[src/sv/scpw_mac.sv]
`timescale 1ns / 1ps
// Shared multiply-add unit for qubit index and lattice offset arithmetic.
module scpw_mac #(
  parameter int unsigned AW = 5,
  parameter int unsigned OW = 11
) (
  input  logic [AW-1:0] a_i,
  input  logic [AW-1:0] b_i,
  input  logic [OW-1:0] c_i,
  output logic [OW-1:0] p_o
);
  logic [2*AW-1:0] prod;

  assign prod = a_i * b_i;
  assign p_o  = OW'(prod) + c_i;
endmodule

[config.mk]
export PLATFORM = sky130hd
export DESIGN_NAME = scpw_mac
export DESIGN_NICKNAME = d
export VERILOG_FILES = /design/src/sv/scpw_mac.sv
export SDC_FILE = /design/constraint.sdc
export NUM_CORES = 1
export LEC_CHECK = 0
export ABC_CLOCK_PERIOD_IN_PS = 3600
export BUFFER_PORTS_ARGS = -buffer_cell sky130_fd_sc_hd__buf_2
export CORE_MARGIN = 8
export CORE_UTILIZATION = 50
export DETAILED_ROUTE_END_ITERATION = 12
export GPL_TIMING_DRIVEN = 1
export PLACE_DENSITY = 0.89
export SYNTH_ARGS = -nofsm -noshare
export SYNTH_HDL_FRONTEND = slang
export SYNTH_SLANG_ARGS = --single-unit
[constraint.sdc]
create_clock -name vclk -period 3.6
set_input_delay 0.18 -clock vclk [all_inputs]
set_output_delay 0.18 -clock vclk [all_outputs]
set_load 0.005 [all_outputs]
; ---- After elaboration in Yosys (flattened, before gate mapping)
; Index checks and enable logic that the tools add are counted.
[classes]
addsub = 1
mul = 1
[op_table]
columns = cell, n
row1 = $add A10 B11 Y11, 1
row2 = $mul A5 B5 Y10, 1
[totals]
regBits = 0
inputBits = 21
output_inout_bits = 11

; ---- Depth between registers and ports, before layout
; Gate-level depths: netlist (run 1).
[depth]
word_depth = 2
mapped_depth = 12
depth_no_buf = 12

; ---- Worst setup path after synthesis (run 1)
; OpenSTA, ideal clock, no wires.
[synth_path]
kind = input -> output
from = input a_i[1]
to = output p_o[9]
t_arrival_ns = 2.847
required_ns = 3.420
path_slack_ns = 0.573
stages = 11
cell_sequence = and2_1 -> fa_1 -> fa_1 -> inv_1 -> fa_1 -> inv_1 -> ha_1 -> o21ai_0 -> nor3_1 -> mux2i_1 -> nand2_1
[synth_between]
elab_chain_len = 2
[synth_rtl]
columns = element, line_no
row1 = "start, declared", 7  ; input logic [AW-1:0] a_i,
row2 = $mul A5 B5 Y10, 14  ; assign prod = a_i * b_i;
row3 = $add A10 B11 Y11, 15  ; assign p_o = OW'(prod) + c_i;
row4 = "end, declared", 10  ; output logic [OW-1:0] p_o
; No other way between the ends.

; ---- Final worst setup path (run 1)
[layout_path]
from = input a_i[0]
to = output p_o[8]
; Same word-level chain as after synthesis.

==> flow_summary.yaml, run 1 <==
sta:
  finalMaxSlewViolations: 0
  setup_viol_count_final: 0
  rsz0062_at_grt: "no"
  hold_viol: 0
  min_period_ps: 3410
  fmax_mhz: 293
  layout_setup_ws_ps: 192
  slew_headroom: 0.766
  worst_pin_slew_ps: 349
  fin_tns_setup_ps: 0
  min_period_over_period: 0.947
die:
  core_um2: 1940
  die_x_um: 61.2
  die_h_um: 61.2
  ios: 32
  start_util: 0.526
  std_cell_rows: 16
  dieArea_um2: 3740
yosys:
  synth_area_um2: 1020
  yosysSeqAreaShare: 0
  synth.avg_cell_area_um2: 8.65
  yosys_warnings: 0
  yosysUniqueCellTypes: 22
  synthCells: 118
  synth_fp_nets: 175
global_route:
  antenna_found_initial: 0
  grt_max_degree: 6
  gr-total-overflow: 0
  grt_pass1_wl_um: 4010
  top_usage_layer: "met2"
  grt_pass1_vias: 1028
  grt_util_met3: 0.0125
  grt.total_usage: 0.135
  grt_use_met2: 0.270
  use_met1: 0.142
hold_path:
  hold_path.startpoint: "c_i[0]"
  min_path_cells: 3
  timing.hold.worst_endpoint: "p_o[0]"
  hold_class: "primary input to primary output"
worst_setup_path:
  cp-startpoint: "a_i[0]"
  end_kind: "primary output"
  worst_ep_arrival_time_ps: 3230
  path_class: "primary input to primary output"
  start_kind: "primary input"
  path_max_fanout: 5
  required_ps: 3420
detailed_routing:
  vias: 906
  vias_per_cell: 5.12
  drc: 0
  drt-initial-drc-count: 6
  wl_per_cell_um: 12.7
  postRouteAntennaNets: 0
  drt_pre_antenna_iters: 4
  wl_um: 2250
finish:
  nNetsFinal: 209
  final-seq-area_um2: 0
  drive_above_1_share: 0.240
  syn_to_final_growth_pct: 19.5
  postLayoutCellArea_um2: 1220
  nClkBuffers: 0
  diodes: 0
  seq_cells: 0
  fillers: 180
pwr:
  ir_drop_v: 0.000271
  powerDensity_nw_per_um2: 355
  leakage_nw: 0.687
clock_tree:
  cts_hold_buf: 0
  post-cts-setup-buffers: 0
placement:
  place.gp.congestion: 0.859
  port_buffers: 32
  post_dp_cell_area_um2: 1210
  dp_hpwl_um: 2090
  preCtsSetupSlack_ps: 188
run_status:
  status: "finished clean"
flow_run:
  max_cap_viol_count: 0
[cell usage after synthesis, drive strengths merged]
| cell type | count | area, um^2 |
|---|---|---|
| a21o | 2 | 16.3 |
| xor2 | 2 | 17.5 |
| inv | 26 | 97.6 |
| mux2i | 1 | 10.0 |
| o21ai | 2 | 10.0 |
| a21oi | 5 | 28.8 |
| fa | 17 | 340 |
| o21a | 1 | 7.51 |
| o21bai | 1 | 7.51 |
| ha | 19 | 238 |
| and2 | 14 | 87.6 |
| nor2b | 1 | 6.26 |
| xnor2 | 5 | 43.8 |
| a211oi | 1 | 7.51 |
| o31ai | 1 | 12.5 |
| a221oi | 1 | 8.76 |
| and4b | 1 | 10.0 |
| nand3 | 1 | 5.00 |
| nand2 | 15 | 56.3 |
| nor3 | 2 | 10.0 |
[cell families after synthesis]
| logic type | Yosys count | share of synthesized area |
|---|---|---|
| AO/OA/AOI/OAI | 14 | 0.0968 |
| XOR/XNOR | 7 | 0.0601 |
| adder cells (fa/ha/maj) | 36 | 0.566 |
| buffers and inverters | 26 | 0.0956 |
| multiplexers | 1 | 0.00980 |
| AND/OR/NAND/NOR | 34 | 0.172 |
[timing repair]
item                       CTS  global route
setup endpoints to repair    0             1
gates resized for setup      0             2
hold endpoints to repair     0             0
[power breakdown]
part | total [W] | internal [W] | switching (W)
Combinational | 0.000433 | 0.000203 | 0.000230
Clock | 0 | 0 | 0
Sequential | 0 | 0 | 0
Total | 0.000433 | 0.000203 | 0.000230
[layout by cell type (no fill, tap or decap), types with 2 or more instances in the layout]
| cell | count |
|---|---|
| and2_1 | 14 |
| a21oi_1 | 4 |
| fa_1 | 17 |
| xnor2_1 | 5 |
| ha_1 | 19 |
| nand2_1 | 15 |
| inv_1 | 26 |
| buf_2 | 32 |
| xor2_1 | 2 |
[metal layers]
layer  up-vias  wire (um)
li1        437          -
met2        30       1160
met1       431        890
met5         -          0
met3         8        131
met4         0         71
[layout make-up]
type               count  area (um^2)  area share
repair buffers        32          160       0.131
multi-input cells     92          928       0.761
well taps             27         33.8      0.0277
inverters             26         97.6      0.0800
[critical path, stage by stage]
cell	delay, ps
buf_2	120
nand2_1	80
fa_1	510
fa_1	520
fa_1	550
inv_1	40
ha_1	340
a21o_2	210
a21oi_2	210
o21ai_0	140
xor2_1	170
buf_2	140
[per-stage QoR]
step	hold slack [ps]	power (W)	utilization	instances
3_5_place_dp	659	0.000434	0.626	177
6_report	653	0.000433	0.628	177
3_3_place_gp	649	0.000414	0.626	177
5_1_grt	675	0.000498	0.628	177
4_1_cts	659	0.000438	0.626	177
2_1_floorplan	479	0.000290	-	118
[how the worst max path moves through the flow]
| stage | endpoint | slack, ps | depth (start not counted) |
|---|---|---|---|
| after floorplan | p_o[9] | 570 | 11 |
| after global placement | p_o[9] | 220 | 13 |
| after detailed placement | p_o[9] | 190 | 13 |
| after CTS | p_o[9] | 180 | 13 |
| after global routing | p_o[7] | 10 | 13 |
| final | p_o[8] | 190 | 12 |
(Power assumes the default switching activity.)
==> inputs of run 2 (changes only) <==
--- a/config.mk
+++ b/config.mk
@@ -7,11 +7,12 @@
 export LEC_CHECK = 0
 export ABC_CLOCK_PERIOD_IN_PS = 3600
 export BUFFER_PORTS_ARGS = -buffer_cell sky130_fd_sc_hd__buf_2
+export CAP_MARGIN = 10
 export CORE_MARGIN = 8
-export CORE_UTILIZATION = 50
+export CORE_UTILIZATION = 55
 export DETAILED_ROUTE_END_ITERATION = 12
 export GPL_TIMING_DRIVEN = 1
-export PLACE_DENSITY = 0.89
+export PLACE_DENSITY = 0.95
 export SYNTH_ARGS = -nofsm -noshare
 export SYNTH_HDL_FRONTEND = slang
 export SYNTH_SLANG_ARGS = --single-unit
==> run 2 against run 1 <==
Non-clock buffer count did not move. Flip-flop and latch count unchanged. Largest power group unchanged. Power increased by 4.8%. Sequential share of layout area is the same. Die area down 6.8%. Setup slack better by 12 ps.
==> flow_summary.yaml, run 2 (synthesis gave the netlist of run 1 again) <==
run_status:
  status: "finished clean"
sta:
  min_period_ps: 3400
  rsz0062_at_grt: "no"
  setup_viol_count_final: 0
  finalMaxSlewViolations: 0
  worst_pin_slew_ps: 380
  slew_headroom: 0.745
  hold_ws_ps: 663
  fin_tns_setup_ps: 0
  hold_viol: 0
  min_period_over_period: 0.944
  fmax_mhz: 294
finish:
  postLayoutCellArea_um2: 1230
  layout_common_cells: "buf_2, inv_1, ha_1, fa_1, nand2_1"
  syn_to_final_growth_pct: 20.5
  nNetsFinal: 209
  seq_cells: 0
  final-seq-area_um2: 0
  fillers: 144
  diodes: 0
  nClkBuffers: 0
  drive_above_1_share: 0.247
  final_common_cell: "buf_2"
detailed_routing:
  vias_per_cell: 5.12
  wl_per_cell_um: 13.1
  drc: 0
  wl_um: 2290
  drt-initial-drc-count: 17
  postRouteAntennaNets: 0
  vias: 896
  drt_pre_antenna_iters: 4
pwr:
  switching_share: 0.528
  p_comb_frac: 1.000
  leakage_nw: 0.686
  clockPowerShare: 0
  intPower_w: 0.000214
  ir_drop_v: 0.000354
  power.switching_w: 0.000239
  powerDensity_nw_per_um2: 369
  p_seq_frac: 0
die:
  start_util: 0.585
  ios: 32
  die_x_um: 59.1
  core_um2: 1750
  std_cell_rows: 15
  die_h_um: 59.1
  dieArea_um2: 3490
global_route:
  grt_pass1_vias: 982
  antenna_found_initial: 0
  grt_pass1_wl_um: 3910
  gr-total-overflow: 0
  grt.total_usage: 0.135
  grt_max_degree: 6
worst_setup_path:
  worstPathCellList: "buf_2 > and2_1 > fa_1 > ha_1 > inv_1 > fa_1 > inv_1 > fa_1 > a21o_2 > a21oi_2 > o21ai_0 > xor2_1 > buf_2"
  path_max_fanout: 5
  worst_ep_arrival_time_ps: 3220
  slowest_stage: "fa_1"
  path_class: "primary input to primary output"
  critPathBufInv: 4
  required_ps: 3420
  cp_top_family: "adder cells"
  start_kind: "primary input"
  critPathMaxStageDelay_ps: 530
  end_kind: "primary output"
  timing.critical_path.mode_cell: "fa_1"
clock_tree:
  cts_hold_buf: 0
placement:
  port_buffers: 32
  post_dp_cell_area_um2: 1210
  place.gp.congestion: 0.832
  dp_hpwl_um: 2050
hold_path:
  timing.hold.worst_endpoint: "p_o[0]"
  hold_path.startpoint: "c_i[0]"
  hold_class: "primary input to primary output"
  min_path_cells: 3
flow_run:
  max_cap_viol_count: 0
[run 2: cell counts in the layout (fill, tap and decap cells not counted)]
No cell type changed its count.
[run 2: how the worst max path moves through the flow]
stage | startpoint | to | slack, ps | cells past startpoint
finish | b_i[1] | p_o[8] | 200 | 13
global route | a_i[1] | p_o[9] | 40 | 13
CTS | a_i[1] | p_o[9] | 140 | 13
detailed placement | a_i[1] | p_o[9] | 150 | 13
global placement | a_i[1] | p_o[9] | 210 | 13
floorplan | a_i[1] | p_o[9] | 570 | 11
[run 2: cell type report]
cell class                      instances  area, um^2  area share
Inverter                               26        97.6      0.0793
Multi-Input combinational cell         92         941       0.765
Tap cell                               25        31.3      0.0254
Timing Repair Buffer                   32         160       0.130
[run 2: power by group through the flow]
stage               sequential, W  clock, W  combinational [W]
floorplan                       0         0           0.000290
global placement                0         0           0.000411
detailed placement              0         0           0.000434
CTS                             0         0           0.000438
global route                    0         0           0.000516
finish                          0         0           0.000454
[run 2: through the flow]
| step | setup WS, ps | cells | utilization | total power (W) |
|---|---|---|---|---|
| 6_report | 203 | 175 | 0.705 | 0.000454 |
| 5_1_grt | 37.2 | 175 | 0.705 | 0.000516 |
| 4_1_cts | 142 | 175 | 0.695 | 0.000438 |
| 3_5_place_dp | 155 | 175 | 0.695 | 0.000434 |
| 3_3_place_gp | 209 | 175 | 0.695 | 0.000411 |
| 2_1_floorplan | 573 | 118 | - | 0.000290 |
[run 2: per-layer routing]
| layer | vias to the layer above | global-route usage | share of wire |
|---|---|---|---|
| met5 | - | 0 | 0 |
| met4 | 0 | 0 | 0 |
| met3 | 0 | 0.0152 | 0.057 |
| met2 | 28 | 0.269 | 0.56 |
| met1 | 427 | 0.156 | 0.39 |
| li1 | 441 | - | - |
[run 2: timing repair]
| action | 4_1_cts | 5_1_grt |
|---|---|---|
| setup endpoints to repair | 0 | 1 |
| gates resized for setup | 0 | 3 |
| setup buffers | 0 | 0 |
==> inputs of run 3 (changes only) <==
--- a/config.mk
+++ b/config.mk
@@ -8,6 +8,7 @@
 export ABC_CLOCK_PERIOD_IN_PS = 3600
 export BUFFER_PORTS_ARGS = -buffer_cell sky130_fd_sc_hd__buf_2
 export CAP_MARGIN = 10
+export CORE_ASPECT_RATIO = 1.25
 export CORE_MARGIN = 8
 export CORE_UTILIZATION = 55
 export DETAILED_ROUTE_END_ITERATION = 12
==> run 3 against run 2 <==
Die area grew 0.24%. Flip-flop and latch count unchanged. Combinational power down 5.3%. Routed wire length shrank 7.6%. Power decreased by 5.2%. Count of clock-buffer cells in the layout unchanged.
==> flow_summary.yaml, run 3 (synthesis gave the netlist of run 1 again) <==
run_status:
  status: "finished clean"
global_route:
  grt_pass1_vias: 967
  gr-total-overflow: 0
  grt_max_degree: 6
  grt_pass1_wl_um: 3680
  grt.total_usage: 0.124
  antenna_found_initial: 0
flow_run:
  max_cap_viol_count: 0
die:
  start_util: 0.578
  std_cell_rows: 17
  die_x_um: 54.5
  ios: 32
  dieArea_um2: 3500
  die_h_um: 64.2
  core_um2: 1770
detailed_routing:
  wl_per_cell_um: 12.5
  vias_per_cell: 5.36
  drt_pre_antenna_iters: 5
  drt-initial-drc-count: 12
  drc: 0
  postRouteAntennaNets: 0
  vias: 905
  wl_um: 2120
finish:
  final_common_cell: "buf_2"
  fin_util: 0.685
  syn_to_final_growth_pct: 18.5
  layout_common_cells: "buf_2, inv_1, ha_1, fa_1, nand2_1"
  nNetsFinal: 209
  diodes: 0
  final-seq-area_um2: 0
  drive_above_1_share: 0.240
  fillers: 149
  seq_cells: 0
  postLayoutCellArea_um2: 1210
  nClkBuffers: 0
worst_setup_path:
  required_ps: 3420
  cp-startpoint: "b_i[1]"
  path_max_fanout: 5
  timing.critical_path.to: "p_o[8]"
  path_class: "primary input to primary output"
  worst_ep_arrival_time_ps: 3220
  end_kind: "primary output"
  start_kind: "primary input"
pwr:
  ir_drop_v: 0.000285
  total_power_w: 0.000430
  powerDensity_nw_per_um2: 355
  leakage_nw: 0.687
placement:
  dp_hpwl_um: 1960
  post_dp_cell_area_um2: 1200
  place.gp.congestion: 0.805
  port_buffers: 32
sta:
  min_period_over_period: 0.946
  hold_ws_ps: 661
  min_period_ps: 3400
  rsz0062_at_grt: "no"
  fin_tns_setup_ps: 0
  hold_viol: 0
  worst_pin_slew_ps: 380
  setup_viol_count_final: 0
  fmax_mhz: 294
  slew_headroom: 0.745
  finalMaxSlewViolations: 0
clock_tree:
  post-cts-setup-buffers: 0
hold_path:
  hold_class: "primary input to primary output"
[run 3: worst max-delay path, cell delays in order]
cell     delay (ps)
buf_2           130
and2_1          170
fa_1            450
ha_1            280
inv_1            50
fa_1            530
inv_1            70
fa_1            450
a21o_2          240
a21oi_2         220
o21ai_0         150
xor2_1          170
buf_2           140
[run 3: worst min path at each step]
stage / start / endpoint / slack [ps] / cells after the start
2_1_floorplan: c_i[0] / p_o[0] / 480 / 1
4_1_cts: c_i[0] / p_o[0] / 670 / 3
3_5_place_dp: c_i[0] / p_o[0] / 670 / 3
3_3_place_gp: c_i[0] / p_o[0] / 650 / 3
5_1_grt: c_i[0] / p_o[0] / 690 / 3
6_report: c_i[0] / p_o[0] / 660 / 3
[run 3: timing repair]
| item | CTS | global route |
|---|---|---|
| setup endpoints to repair | 0 | 1 |
| hold buffers | 0 | 0 |
| resized for setup | 0 | 2 |
[run 3: layer usage]
layer,global-route usage,vias up,wire length [um]
met5,0,-,0
met4,0,0,0
met3,0.0116,0,149
met2,0.233,29,1150
met1,0.151,440,817
li1,-,436,-
[run 3: stage by stage]
| stage | instances | setup slack [ps] |
|---|---|---|
| final | 169 | 195 |
| after global routing | 169 | 12.7 |
| after CTS | 169 | 168 |
| after detailed placement | 169 | 183 |
| after global placement | 169 | 211 |
| after floorplan | 118 | 573 |
[run 3: cell type report]
cell class | count | area (um^2) | share of cell area
Multi-Input combinational cell | 92 | 928 | 0.767
Timing Repair Buffer | 32 | 160 | 0.132
Tap cell | 19 | 23.8 | 0.0196
Inverter | 26 | 97.6 | 0.0807
[run 3: report_power, final]
part / leakage, nW / switching, W / internal [W]
Sequential: 0 / 0 / 0
Combinational: 0.687 / 0.000228 / 0.000202
Clock: 0 / 0 / 0
Total: 0.687 / 0.000228 / 0.000202
